File: config.mk
export PLATFORM = sky130hd
export DESIGN_NAME = bdkit_ram
export DESIGN_NICKNAME = d
export VERILOG_FILES = /design/src/rtl/bdkit_ram.sv
export SDC_FILE = /design/constraint.sdc
export NUM_CORES = 2
export LEC_CHECK = 0
export BUFFER_PORTS_ARGS = -buffer_cell sky130_fd_sc_hd__buf_2
export CORE_MARGIN = 2
export CORE_UTILIZATION = 57
export CTS_CLUSTER_DIAMETER = 30
export DETAILED_ROUTE_END_ITERATION = 10
export PLACE_DENSITY = 0.73
export SLEW_MARGIN = 20
export SYNTH_ARGS = -nofsm -noshare
export SYNTH_HDL_FRONTEND = slang
export SYNTH_SLANG_ARGS = --single-unit
File: constraint.sdc
create_clock -name i_clk -period 2.02 [get_ports i_clk]
set_input_delay 0.101 -clock i_clk [delete_from_list [all_inputs] [get_ports i_clk]]
set_output_delay 0.101 -clock i_clk [all_outputs]
set_load 0.02 [all_outputs]
File: src/rtl/bdkit_ram.sv
// Simple dual-port synchronous RAM, one write and one registered read port.
`default_nettype none

module bdkit_ram #(
    parameter int DEPTH = 256,
    parameter int WIDTH = 8
) (
    input  wire logic                     i_clk,
    input  wire logic                     i_we,
    input  wire logic [$clog2(DEPTH)-1:0] i_waddr,
    input  wire logic [WIDTH-1:0]         i_wdata,
    input  wire logic                     i_re,
    input  wire logic [$clog2(DEPTH)-1:0] i_raddr,
    output logic      [WIDTH-1:0]         o_rdata
);

    logic [WIDTH-1:0] mem [DEPTH];
    logic [WIDTH-1:0] r_rdata;

    // Write port
    always_ff @(posedge i_clk) begin
        if (i_we) begin
            mem[i_waddr] <= i_wdata;
        end
    end

    // Read port, registered
    always_ff @(posedge i_clk) begin
        if (i_re) begin
            r_rdata <= mem[i_raddr];
        end
    end

    assign o_rdata = r_rdata;

endmodule

`default_nettype wire

# After elaboration in Yosys (flattened, before gate mapping)
# Memory sizes are Yosys's and may differ from the RTL's. A register that Yosys moved wholly into a read port is not among the register bits.
# Cells that the tools add are included.
[op_classes] muxes=2
[ops] op="1-bit two-way mux" count=2
[word_totals] output_inout_bits=8 input_bits=27 mem_count=1 register_bits=0 mem_bits_rw=2048 wordCells=3
[mem_list] name="mem" depth=256 word_bits=8 rd=1 rd_clocked_by_memory_dff=1 wr=1 line="17" rtl="logic [WIDTH-1:0] mem [DEPTH];"

# Logic depth before layout (Yosys ltp)
[depth] depth_word=2 ltp_mapped=11

# Least setup slack after synthesis
# No wires, ideal clock.
[synth_timing] path_type="input -> register" from="in i_raddr[0]" to="reg r_rdata[2], in the netlist o_rdata[2] (read register of mem), data pin" path_buffers=4 setup_slack_ps=-157 arrival_ps=1908 cell_stages=9 required_ps=1751 path_cell_list="buf_6 buf_12 buf_8 buf_2 mux4_2 a22oi_1 a21oi_1 nor4_1 nor4_2"
[synth_lines] element="from (decl)" line="13" rtl="input wire logic [$clog2(DEPTH)-1:0] i_raddr,"
[synth_lines] element="to (decl)" line="18" rtl="logic [WIDTH-1:0] r_rdata;"

==> impl_results.md <==
* Routability Congestion at about 0.9
* Inst Count DP at 6122
* Count of clock tree sinks at 2056
* Layout area overhead at 26.3%
* Fin Clk Skew at 0.0800 ns
* Setup WS post-layout at -0.456 ns
* CTS H-tree lvls at 5
* Sequential share of the synthesized area at 77.5%
* Critical Path AT at 3.10 ns
* RSZ-0062 raised after global routing: true
* Mapped Avg Cell Area at 21.3 sq um
* IO Pins at 35
* Met1 Usage GRT at 42.0%
* Total wire length after detailed routing at 221 mm
* Dpl ws at -1.29 ns
* CTS tree: done
* Worst ir drop on vdd at 1.27 mV
* DP HPWL at roughly 130 mm
* Most frequent CP cell: mux4_2
* Synth Area in Adders at 0%
* Post-DRT Antenna Nets at 0
* Post-synth top area cell: edfxtp_1
* Rel. slew slack at about 38%
* Pwr Total at around 110 mW
* Ys flop type: edfxtp_1
* WS Path Type: flop to flop
* CP Launch Type: flop
* Clock Power Share at a little over half
* Total core area at 0.139 sq mm
* Sequential power share at 41.1%
* Share of cells above drive strength 1 at 37.9%
* Switching power at between 20 and 25 mW
* YS warnings at 0
* Yosys cell types at 54
* Die width at 378 um
* Placed cell area at 0.0874 sq mm
* Largest family of logic cells by synthesized area: multiplexers
* Final setup vio count at 8
* Violated checks: setup timing
* Clock Latency Late Sink at about 0.94 ns
* Via count at roughly 45000
* Initial antenna violation count at 6
* Post-route non-filler standard cell count at 6792
* Critical path's top delay family: multiplexers
* Number of flops mapped to enable cells by yosys at between 2000 and 2500
* Power Internal at 90.4 mW
* Bufs and invs on worst path at 1
* Crit path max fanout at 1
* Fin. Hold Viols at 0
* Post-layout util at 72.4%
* CP max-delay cell: mux4_2
* Router iterations before antenna repair at 6
* DRC viols at 0
* Worst Max-Slew Pin Slew at just over 0.9 ns
* Worst hold path type: primary input to flop
* Post-synthesis cell area at 0.0796 sq mm
* Grt total ovfl at 0
* Chip height at 378 um
* Leakage at 33.6 nW
* Top Usage Layer GRT: met2
* Cell Pwr Density at between 1000 and 1500 mW/mm^2
* Wire length per cell at 32.5 um
* Worst hold slack at 0.0579 ns
* Largest cells by area after synthesis: edfxtp_1 (78%), mux4_2 (13%), mux2i_1 (1.7%), nor2_1 (1.3%), a22oi_1 (1.3%)
* Detailed Route Iter0 Violations at slightly above 7000
* Synth Register Bits at 2056
* Switch share at 21.2%
* Inserted Clock Buffers at 373
* Rows at ~140
* Post-Synth XOR/XNOR Area at 0%
* Die area at between 0.1 and 0.15 sq mm
* Fin crit period at 2.48 ns
* Mux contribution to synthesized area at 14.6%
* Layout Nets at 4659
* Post-Synth Simple-Gate Area at ~2.6%
* Largest net degree at the start of global routing at 106
* Root buffer selected by CTS: clkbuf_16
* CP cell instances: mux4_2, mux4_2, nor2b_4, nor4_2, buf_4, nor4_4
* First-pass GRT wire length at 320 mm
* Max Freq at 404 MHz
* Worst path required time at 2.65 ns
* Clk buf depth at 4
* PortBufs at 34
* Status: finished with violations
* Element type at the critical path end: flop
* Vias/cell at 6.58
* # Max-Cap Violations at 0
* Initial Util at 57.3%
* Final setup TNS at -2.66 ns
* Async SR Flop Fraction at 0%
* Cells after Synth at 3733
* Clock transition at path regs at ~0.05 ns
* Finished Cell Area at 0.101 sq mm
* Mapped Nets at 3760
* Yosys top cell area share at 77.5%
* GRT met2 Usage at 49.3%
* Slowest stage delay, CP at ~0.54 ns
* Vias in the first global route at approximately 46000
* Met3 GRT Util at 7.93%
* Max-slew violations at 0
* Logic pwr share at ~4.6%
* Post-CTS Setup Inserts at 0
* Compound-Gate Fraction of Synth Area at 3.42%
* Final Cycle Share at 123%
* GRT Util Overall at 31.4%
==> what timing repair did <==
action,in CTS,in global routing
hold buffers,17,0
hold endpoints to repair,1458,0
gates resized for setup,61,32
pin swaps,21,17
endpoints found under the setup margin,8,8
==> metal layers <==
metal  wire (um)  vias up
met4       10200       10
li1            -    17600
met5          61        -
met2      107000     3439
met3       26500      577
met1       77000    23000
==> area by class of cell <==
type / instances / area (sq um)
flip-flops and latches: 2056 / 61700
clock buffers: 423 / 9690
multi-input cells: 1442 / 17000
repair buffers: 757 / 6950
well taps: 1876 / 2350
fillers: 7297 / 38400
clock inverters: 234 / 2820
inverters: 2 / 7.51
diodes: 2 / 5.00
==> synth_stat cells (all sizes together) (10+ instances only) <==
cell type  number
a211oi         16
a21oi          96
a221oi         14
a22oi         133
buf           122
clkbuf        111
edfxtp       2056
mux2i         134
mux4          456
nand2          33
nand3          34
nand4          10
nor2          282
nor2b          31
nor3           22
nor4           27
o211ai         10
o21ai          12
o221ai         47
o22ai          28
==> power by group through the flow <==
stage	sequential, mW	clock, mW	combinational (mW)
after floorplan	48.0	0	2.36
after global placement	48.0	0	4.81
after detailed placement	48.0	0	4.90
after CTS	47.2	62.5	5.15
after global routing	47.2	64.5	5.46
final	47.2	62.3	5.29
==> cells by family after synthesis <==
group                  count (synthesis)
AND/OR/NAND/NOR                      466
AO/OA/AOI/OAI                        385
buffers and inverters                235
flip-flops                          2056
multiplexers                         591
==> flip-flops by register name (all words and copies together), names as in the netlist <==
register	cells
mem	2048
o_rdata	8
==> cell usage in the layout, fill, tap and decap left out, types with 48 or more instances in the layout <==
| cell type | Yosys | routed |
|---|---|---|
| edfxtp_1 | 2056 | 2056 |
| clkbuf_16 | 0 | 381 |
| bufinv_16 | 0 | 53 |
| nor2_1 | 282 | 273 |
| a21oi_1 | 96 | 93 |
| mux2i_1 | 134 | 134 |
| mux4_2 | 454 | 455 |
| a22oi_1 | 133 | 129 |
| clkinvlp_4 | 0 | 48 |
| buf_4 | 27 | 609 |
| buf_12 | 8 | 97 |
==> final timing paths <==
check / startpoint / depth (start not counted) / slack (ns) / end
worst max register to register: mem[85][2] / 6 / -0.46 / o_rdata[2]
worst min register to register: mem[41][3] / 7 / 1.20 / o_rdata[3]
worst max-delay path: mem[85][2] / 6 / -0.46 / o_rdata[2]
worst min-delay path: i_waddr[0] / 5 / 0.06 / mem[215][3]
==> worst min-delay path, stage by stage <==
cell and delay, ns:
buf_2 0.17, nand4_1 0.20, buf_4 0.13, nor2_1 0.04
buf_4 0.18
Note: power is estimated with default switching activity, not from simulation.
