File: src/rtl/bdkit_pkg.sv
// Shared types and constants of the bucketed djb2 key index table.
`default_nettype none

package bdkit_pkg;

    // Field widths
    localparam int KEY_W    = 32;
    localparam int MODE_W   = 2;
    localparam int IDX_W    = 10;
    localparam int STATUS_W = 2;
    localparam int BKT_OUT_W = 8;

    // Default geometry of the table
    localparam int DEF_BUCKETS          = 256;
    localparam int DEF_SLOTS_PER_BUCKET = 64;

    // Stored indices saturate below this limit
    localparam int INDEX_LIMIT = 1024;

    // djb2 hash
    localparam logic [KEY_W-1:0] DJB2_SEED = 32'd5381;
    localparam int DJB2_SHIFT = 5;
    localparam int BYTE_W     = 8;
    localparam int HASH_STEPS = 4;

    // Operation codes
    localparam logic [MODE_W-1:0] MODE_CLEAR  = 2'd0;
    localparam logic [MODE_W-1:0] MODE_INSERT = 2'd1;
    localparam logic [MODE_W-1:0] MODE_LOOKUP = 2'd2;

    // Result status codes
    localparam logic [STATUS_W-1:0] STATUS_OK   = 2'd0;
    localparam logic [STATUS_W-1:0] STATUS_DROP = 2'd1;
    localparam logic [STATUS_W-1:0] STATUS_MISS = 2'd2;

    // Controller states
    typedef enum logic [2:0] {
        ST_INIT,
        ST_IDLE,
        ST_HASH,
        ST_CLEAR,
        ST_FILL_RD,
        ST_FILL_CHK,
        ST_SCAN
    } t_state;

endpackage

`default_nettype wire

File: src/rtl/bdkit_hash.sv
// Iterative djb2 hash of a key, then a reduction modulo the bucket count by reciprocal multiply.
`default_nettype none

module bdkit_hash #(
    parameter int BUCKETS = bdkit_pkg::DEF_BUCKETS
) (
    input  wire logic                           i_clk,
    input  wire logic                           i_rst_n,
    input  wire logic                           i_start,
    input  wire logic [bdkit_pkg::KEY_W-1:0]    i_key,
    output logic                                o_done,
    output logic      [$clog2(BUCKETS)-1:0]     o_bucket
);

    import bdkit_pkg::*;

    localparam int BW        = $clog2(BUCKETS);
    localparam int MUL_STEP  = HASH_STEPS;
    localparam int BACK_STEP = HASH_STEPS + 1;
    localparam int LAST_STEP = HASH_STEPS + 2;
    localparam int STEP_W    = $clog2(LAST_STEP + 1);
    localparam int PROD_W    = 2 * KEY_W;
    localparam logic [BW:0]      BUCKETS_C = (BW + 1)'(BUCKETS);
    localparam logic [KEY_W-1:0] BUCKETS_K = KEY_W'(BUCKETS);
    // floor(2^32 / BUCKETS): the estimated quotient is exact or one short
    localparam logic [KEY_W-1:0] RECIP = KEY_W'((64'd1 << KEY_W) / BUCKETS);

    logic              r_busy;
    logic              r_done;
    logic [STEP_W-1:0] r_step;
    logic [KEY_W-1:0]  r_h;
    logic [KEY_W-1:0]  r_key;
    logic [KEY_W-1:0]  r_q;
    logic [KEY_W-1:0]  r_qb;
    logic [BW-1:0]     r_rem;

    logic [KEY_W-1:0]  w_mix;
    logic [PROD_W-1:0] w_prod;
    logic [KEY_W-1:0]  w_qb;
    logic [KEY_W-1:0]  w_diff;
    logic [BW:0]       w_red;
    logic [BW:0]       w_sub;
    logic              w_hashing;

    // One djb2 round per cycle, then quotient estimate, back-multiply, correct
    always_comb begin
        w_hashing = (r_step < STEP_W'(HASH_STEPS));
        w_mix     = r_h + (r_h << DJB2_SHIFT) + KEY_W'(r_key[BYTE_W-1:0]);
        w_prod    = PROD_W'(r_h) * PROD_W'(RECIP);
        w_qb      = r_q * BUCKETS_K;
        // remainder estimate is below twice the bucket count
        w_diff    = r_h - r_qb;
        w_red     = w_diff[BW:0];
        w_sub     = w_red - BUCKETS_C;
    end

    // Control
    always_ff @(posedge i_clk) begin
        if (!i_rst_n) begin
            r_busy <= 1'b0;
            r_done <= 1'b0;
            r_step <= '0;
        end else begin
            r_done <= 1'b0;
            if (i_start) begin
                r_busy <= 1'b1;
                r_step <= '0;
            end else if (r_busy) begin
                r_step <= r_step + 1'b1;
                if (r_step == STEP_W'(LAST_STEP)) begin
                    r_busy <= 1'b0;
                    r_done <= 1'b1;
                end
            end
        end
    end

    // Datapath
    always_ff @(posedge i_clk) begin
        if (i_start) begin
            r_h   <= DJB2_SEED;
            r_key <= i_key;
            r_rem <= '0;
        end else if (r_busy) begin
            if (w_hashing) begin
                r_h   <= w_mix;
                r_key <= r_key >> BYTE_W;
            end else if (r_step == STEP_W'(MUL_STEP)) begin
                r_q   <= w_prod[PROD_W-1 -: KEY_W];
            end else if (r_step == STEP_W'(BACK_STEP)) begin
                r_qb  <= w_qb;
            end else begin
                r_rem <= (w_red >= BUCKETS_C) ? w_sub[BW-1:0] : w_red[BW-1:0];
            end
        end
    end

    assign o_done   = r_done;
    assign o_bucket = r_rem;

endmodule

`default_nettype wire

File: config.mk
export PLATFORM = sky130hd
export DESIGN_NAME = bdkit_hash
export DESIGN_NICKNAME = d
export VERILOG_FILES = /design/src/rtl/bdkit_pkg.sv /design/src/rtl/bdkit_hash.sv
export SDC_FILE = /design/constraint.sdc
export NUM_CORES = 1
export LEC_CHECK = 0
export BUFFER_PORTS_ARGS = -buffer_cell sky130_fd_sc_hd__buf_2
export CORE_MARGIN = 4
export CORE_UTILIZATION = 40
export CTS_CLUSTER_DIAMETER = 40
export DETAILED_ROUTE_END_ITERATION = 8
export PLACE_DENSITY_LB_ADDON = 0.05
export SYNTH_ARGS = -nofsm -noshare
export SYNTH_HDL_FRONTEND = slang
export SYNTH_SLANG_ARGS = --single-unit
File: constraint.sdc
create_clock -name i_clk -period 3.04 [get_ports i_clk]
set_input_delay 0.456 -clock i_clk [delete_from_list [all_inputs] [get_ports i_clk]]
set_output_delay 0.456 -clock i_clk [all_outputs]
set_load 0.01 [all_outputs]
## Word-level counts from Yosys, hierarchy flattened

Index checks and enable logic that the tools add are counted.
Widths: inputs -> output; s select.

- Register bits: 79
- Latch bits: 0
- Bits in writable memories: 0
- ROM bits: 0
- Input port bits: 35
- Output and inout bits: 9
- Logic and storage cells: 41
- Memories: 0

- Add/sub/neg operators: 5
- Multipliers: 0
- Divide/modulo/power cells: 0
- $lt $le $gt $ge: 2
- Equality and inequality tests: 3
- Shift-type cells: 0
- Muxes and demuxes: 8
- Bitwise gates (word level): 6
- Reduce and logical (&&, ||, !) cells: 9

Operators with widths:

| operator | count |
|---|---|
| $mux 32 | 3 |
| $add 32x32->32 | 1 |
| $add 32x8->32 | 1 |
| $eq 3x3->1 const B | 3 |
| $ge 9x9->1 const B | 1 |
| $sub 9x9->9 | 1 |
| $mux 8 | 1 |
| $reduce_and 4->1 | 2 |
| $sub 8x1->8 const B | 1 |
| $not 1->1 | 6 |
| $reduce_and 5->1 | 1 |
| $mux 1 | 4 |
| $reduce_and 2->1 | 2 |
| $reduce_bool 2->1 | 2 |
| $add 3x1->3 const B | 1 |
| $lt 3x3->1 const B | 1 |
| $reduce_or 3->1 | 1 |
| $reduce_or 2->1 | 1 |

## Logic depth before layout (Yosys ltp)

Gate-level depths: netlist of the first run.

- Word-level depth: 4
- Gate-level depth with buffers: 9

## Worst setup path before layout of the first run

Ideal clock, no wire load.

- Path type: reg-to-reg
- Start: register r_key[1]
- End: register r_h[7]
- Library setup time: 0.071 ns
- Data arrival time: 2.191 ns
- Required time: 2.969 ns
- Path slack: 0.779 ns
- Stages on the path, launching flop included: 10
- Buffers on the path: 0
- Cell sequence: edfxtp_1 -> ha_1 -> ha_1 -> inv_1 -> fa_1 -> nor2b_4 -> o2111ai_1 -> and4_4 -> or4_1 -> a21oi_1

- Word-level cells in the longest chain between the ends: 1

RTL lines:

| element | line | source |
|---|---|---|
| start, declared | bdkit_hash.sv:32 | `logic [KEY_W-1:0] r_key;` |
| start signal, assigned | bdkit_hash.sv:82 | `r_key <= i_key;` |
| start signal, assigned | bdkit_hash.sv:87 | `r_key <= r_key >> BYTE_W;` |
| $add 32x8->32 | bdkit_hash.sv:48 | `w_mix = r_h + (r_h << DJB2_SHIFT) + KEY_W'(r_key[BYTE_W-1:0]);` |
| end signal, assigned | bdkit_hash.sv:86 | `r_h <= w_mix;` |
| end, declared | bdkit_hash.sv:31 | `logic [KEY_W-1:0] r_h;` |

No other way between the ends.
A chain may end at the register's enable or synchronous reset.

## Worst setup path after layout of the first run

- Start: register r_h[1]
- End: register r_h[7]

- Word-level cells in the longest chain between the ends: 2

RTL lines:

| element | line |
|---|---|
| $add 32x32->32 | bdkit_hash.sv:48 |
| $add 32x8->32 | bdkit_hash.sv:48 |

No other way between the ends.

==> metrics, run 1 <==
Die X=86.80 µm; layout cell share with drive strength beyond 1=32.92%; filler cell count=551; area of the core=0.005956 mm²; Max-cap violations=0; DRC=0; maximum vdd drop=0.0002707 V; Max Freq=412.7 MHz; initial antenna violation count=0; io pins=44; top cells by area, synth=edfxtp_1 (39%), dfxtp_1 (17%), mux2_2 (11%), ha_1 (7.6%), mux2i_1 (3.6%); vias in the first global route=1,630; post-synthesis instance total=194; nets=292; worst r2r dst=r_h[7]; H-tree depth=2; Vias/cell=4.921; CP required=3.27 ns; class of the most critical setup path=register to register; syn_nets=247; DR vias=1,550; setup bufs post-CTS=0; synthesized area per cell=12.80 µm²; Synth-to-Final Area Change=15.37%; flop-to-flop setup slack=0.62 ns; Worst path top cell family by delay=adder cells; DR pass1 iterations=4; ratio of final minimum period to clock period=79.70%; crit path to=r_h[7]; count leader, synth=edfxtp_1; CTS sink count=53; top cells by count, synth=edfxtp_1 (32), mux2_2 (24), dfxtp_1 (21); r2r worst-path depth=9; gr ovfl total=0; Fin Hold WS=0.3929 ns; Cell Pwr Density=541.1 mW/mm²; CP endpoint kind=register; drt wl/cell=13.86 µm; GPL Wtd Cong=0.7693; final design utilization=48.11%; relative slew slack=39.22%; CP Cell Sequence=ha_1, ha_1, inv_1, fa_1, nor2b_4, o2111ai_1, and4_4, or4_1, a21oi_1; Final Max Slew Viols=0; Tot GR Track Use=12.39%; Seq/Total Area, Yosys=55.62%; outcome=complete, no violations; async set-reset flop share out of synthesis=0%; cts repair resizes=0; antenna diode count=0; largest net degree at the start of global routing=32; hold path depth=2; RR Startpoint=r_h[1]; Starting Density=41.70%; slowest CP cell=fa_1; Detailed Place HPWL=3243 µm; cts bufs inserted=5; critical path startpoint=r_h[1]; Worst Path Max Fanout=4; Crit. path cell count=9; clk_lat worst skew=0.30 ns; num rows=28; Hold Vio Cnt, Final=0; Max stage delay on crit path=0.42 ns; Most common cell on crit path=ha_1; CTS Root Cell=clkbuf_8; final wirelength=4367 µm; CP startpoint kind=register; die area=0.007533 mm²; Leakage=1.156 nW; Clock Skew=0.006491 ns; Post-synth EDFFs=32; Synth warnings=0; initial DRC count=54; worst-margin pin slew=0.9068 ns; library cells used by synthesis=34; setup violators final=0; Clk pin slew, worst setup/hold paths=0.09 ns; largest area contributor in the netlist=edfxtp_1; CTS tree=yes; ANT nets after route=0; Die Ht=86.80 µm; top-area cell type share of the netlist area=38.69%; Multi-input gate area=0.001046 mm²; RSZ-0062 raised after global routing=no; crit path buf inv count=1; buffers added on ports=43; hold crit path type=input port to register; crit path time final=2.423 ns; Post-synth top flop=edfxtp_1; Seq cells post-synth=53; Fin Setup TNS=0 ns; Arr. time, crit path=2.66 ns; Sequential Area=0.001381 mm²; overall power=0.001550 W; Longest Clk Path Bufs=2; post-synthesis cell area=0.002484 mm²; first-pass GRT wire length=7383 µm; Hold Buf Count CTS=0
[sequential cells by signal (all words and copies together) (netlist names)]
register	flops
r_key	32
o_bucket	8
r_h	8
r_step	3
o_done	1
r_busy	1
[final cells by class]
class | instances | area share, %
multi-input combinational | 127 | 36.51
inverter | 6 | 0.7860
tap | 75 | 3.275
sequential | 53 | 48.21
clock buffer | 7 | 2.664
timing repair buffer | 46 | 8.297
clock inverter | 1 | 0.2620
[worst min-delay path by stage]
| stage | to | from | slack [ns] |
|---|---|---|---|
| after global placement | r_h[4] | r_h[4] | 0.47 |
| final | r_busy | i_rst_n | 0.39 |
| after floorplan | r_h[4] | r_h[4] | 0.45 |
| after CTS | r_busy | i_rst_n | 0.38 |
| after global routing | r_busy | i_rst_n | 0.41 |
| after detailed placement | r_h[3] | r_h[3] | 0.47 |
[kinds of logic after synthesis]
| family | Yosys count | synth area share (%) |
|---|---|---|
| adder cells (fa/ha/maj) | 18 | 9.975 |
| XOR/XNOR | 5 | 1.764 |
| AND/OR/NAND/NOR | 52 | 11.13 |
| multiplexers | 33 | 14.51 |
| buffers and inverters | 14 | 2.267 |
| AO/OA/AOI/OAI | 19 | 4.736 |
| flip-flops | 53 | 55.62 |
[layout by cell type (no fill, tap or decap)]
master      instances
a211o_1             1
a21o_1              1
a21oi_1             9
a2bb2oi_1           1
a31oi_1             1
and2_1              8
and4_4              1
buf_2              43
buf_4               3
clkbuf_1            2
clkbuf_8            5
clkinvlp_4          1
dfxtp_1            21
edfxtp_1           32
fa_1                3
ha_1               15
inv_1               6
mux2_2             24
mux2i_1             9
nand2_1            12
nand2b_1            3
nand3_1             3
nand3b_1            2
nor2_1             14
nor2b_1             2
nor2b_4             1
nor3_1              2
nor3_2              1
nor3b_1             1
o2111ai_1           1
o211ai_1            1
o21a_1              1
o21ai_0             2
o31ai_1             1
or4_1               2
xnor2_1             3
xor2_1              2
[report_power, final]
group	total, W	internal [W]	switching [W]
Combinational	0.000301	0.000153	0.000148
Sequential	0.000867	0.000833	0.0000341
Clock	0.000382	0.000163	0.000218
[metrics by stage]
step	setup WS [ns]	cell area, µm²	instances
detailed placement	0.6362	2781	307
global placement	0.7076	2781	307
finish	0.6170	2865	315
global route	0.5148	2865	315
CTS	0.6104	2865	315
floorplan	0.7785	2484	194
[worst reg2reg max path: cells and delay by family (launching register included)]
family / cells / cell delay, ns
adder cells (fa/ha/maj): 3 / 0.88
AO/OA/AOI/OAI: 2 / 0.28
AND/OR/NAND/NOR: 3 / 0.76
buffers and inverters: 1 / 0.05
flip-flops: 1 / 0.37
[per-layer routing]
layer	track usage (%)	up-vias	part of all wire, %
met5	0	-	0
met4	3.824	0	1.1
met3	3.042	5	4.8
met2	21.74	31	51
met1	14.86	733	43
li1	-	781	-
Note: power is estimated with default switching activity, not from simulation.
==> inputs of run 2 (changes only) <==
==> constraint.sdc (replaced) <==
create_clock -name i_clk -period 2.52 [get_ports i_clk]
set_input_delay 0.378 -clock i_clk [delete_from_list [all_inputs] [get_ports i_clk]]
set_output_delay 0.378 -clock i_clk [all_outputs]
set_load 0.01 [all_outputs]
==> run 2 against run 1 <==
Combinational power increased by 21%; final area increased by 1.5%; cell count increased by 0.63%; sequential power increased by 21%; clock power increased by 48%; critical path depth unchanged; total power increased by 27%; setup slack got worse by 0.46 ns; clock skew about the same; global-route usage increased by 0.095 points; sequential share of layout area decreased by 0.73 points; critical path type unchanged; highest routed layer unchanged.
==> metrics, run 2 (synthesis gave the netlist of run 1 again) <==
slowest CP cell=or4_1; num rows=28; worst-margin pin slew=0.5794 ns; commonest non-fill, non-tap cell in the layout=buf_2; commonest cells after routing, fill and taps aside=buf_2 (43), edfxtp_1 (32), mux2_2 (24); Most common cell on crit path=ha_1; Worst Path Max Fanout=3; DR vias=1,580; hold crit path type=input port to register; Final Max Slew Viols=0; maximum vdd drop=0.0003300 V; setup bufs post-CTS=0; Max stage delay on crit path=0.39 ns; CP startpoint kind=register; final wirelength=4476 µm; vias in the first global route=1,593; ratio of final minimum period to clock period=93.70%; class of the most critical setup path=register to register; Tot GR Track Use=12.48%; CTS sink count=53; area of the core=0.005956 mm²; Fin Setup TNS=0 ns; antenna diode count=0; Cell Pwr Density=678.2 mW/mm²; Longest Clk Path Bufs=2; Max-cap violations=0; layout cell share with drive strength beyond 1=34.30%; crit path time final=2.361 ns; largest net degree at the start of global routing=27; CTS Root Cell=clkbuf_8; DRC=0; die area=0.007533 mm²; Hold Buf Count CTS=0; io pins=44; max reg flops=32; H-tree depth=2; Die Ht=86.80 µm; gr ovfl total=0; setup violators final=0; first-pass GRT wire length=7320 µm; buffers added on ports=43; largest reg by FF count=r_key; final cell count without fillers=317; GPL Wtd Cong=0.7544; Leakage=1.179 nW; Synth-to-Final Area Change=17.13%; hold path depth=2; Hold Vio Cnt, Final=0; CP required=2.75 ns; r2r worst-path depth=9; Arr. time, crit path=2.59 ns; CTS tree=yes; Starting Density=41.70%; Detailed Place HPWL=3281 µm; Clock Skew=0.006349 ns; initial DRC count=90; RSZ-0062 raised after global routing=no; ANT nets after route=0; DP Cell Count=309; Die X=86.80 µm; outcome=complete, no violations; CP Cell Sequence=ha_1, ha_1, inv_1, fa_2, nor2b_4, o2111ai_1, and4_4, or4_1, a21oi_1; Clk pin slew, worst setup/hold paths=0.09 ns; final design utilization=48.84%; relative slew slack=61.38%; nets=294; Max Freq=423.5 MHz; clk_lat worst skew=0.30 ns; dpl cell area=0.002796 mm²; drt wl/cell=14.12 µm; final instance area=0.002909 mm²; DR pass1 iterations=4; cts bufs inserted=5; CP endpoint kind=register; Vias/cell=4.984; initial antenna violation count=0
==> run 2: changes by cell type in the layout (fill, tap and decap cells not counted), sizes merged <==
cell    previous run  this run
bufinv             0         1
clkbuf             7         5
clkinv             0         1
buf               46        48
==> run 2: metal layers <==
| metal | share of wire, % | track usage, % |
|---|---|---|
| met5 | 0 | 0 |
| met4 | 0.83 | 2.975 |
| met3 | 5.7 | 3.802 |
| met2 | 52 | 21.88 |
| met1 | 42 | 14.91 |
==> run 2: cell type report <==
cell class	instances	area, µm²
fillers	552	3047
flip-flops and latches	53	1381
multi-input cells	127	1049
repair buffers	48	252.7
well taps	75	93.84
clock buffers	5	68.82
clock inverters	3	41.29
inverters	6	22.52
==> run 2: worst max-delay path, delay by kind of cell (launching register included) <==
family                   cells  cell delay (ns)
AND/OR/NAND/NOR              3             0.75
buffers and inverters        1             0.05
flip-flops                   1             0.38
adder cells (fa/ha/maj)      3             0.82
AO/OA/AOI/OAI                2             0.30
==> run 2: repair_timing <==
item                       CTS  global route
setup endpoints to repair    0             1
hold endpoints to repair     0             0
resized for setup            0             1
==> run 2: path summary, 6_finish.rpt <==
check,start,to,slack (ns)
hold reg to reg,r_h[4],r_h[4],0.48
hold / removal,i_rst_n,r_busy,0.30
setup reg to reg,r_key[1],r_h[7],0.16
setup / recovery,r_key[1],r_h[7],0.16
==> run 2: power breakdown <==
group / switching, W / internal, W
clock: 0.000271 / 0.000293
combinational: 0.000177 / 0.000186
sequential: 0.0000407 / 0.00100
total: 0.000489 / 0.00148
==> run 2: through the flow <==
stage | power, W | hold slack (ns) | setup slack, ns
floorplan | 0.001333 | 0.4488 | 0.2585
CTS | 0.002006 | 0.2936 | 0.08984
finish | 0.001973 | 0.3031 | 0.1589
global route | 0.002088 | 0.3169 | 0.04630
detailed placement | 0.001433 | 0.4701 | 0.1218
global placement | 0.001418 | 0.4670 | 0.1940
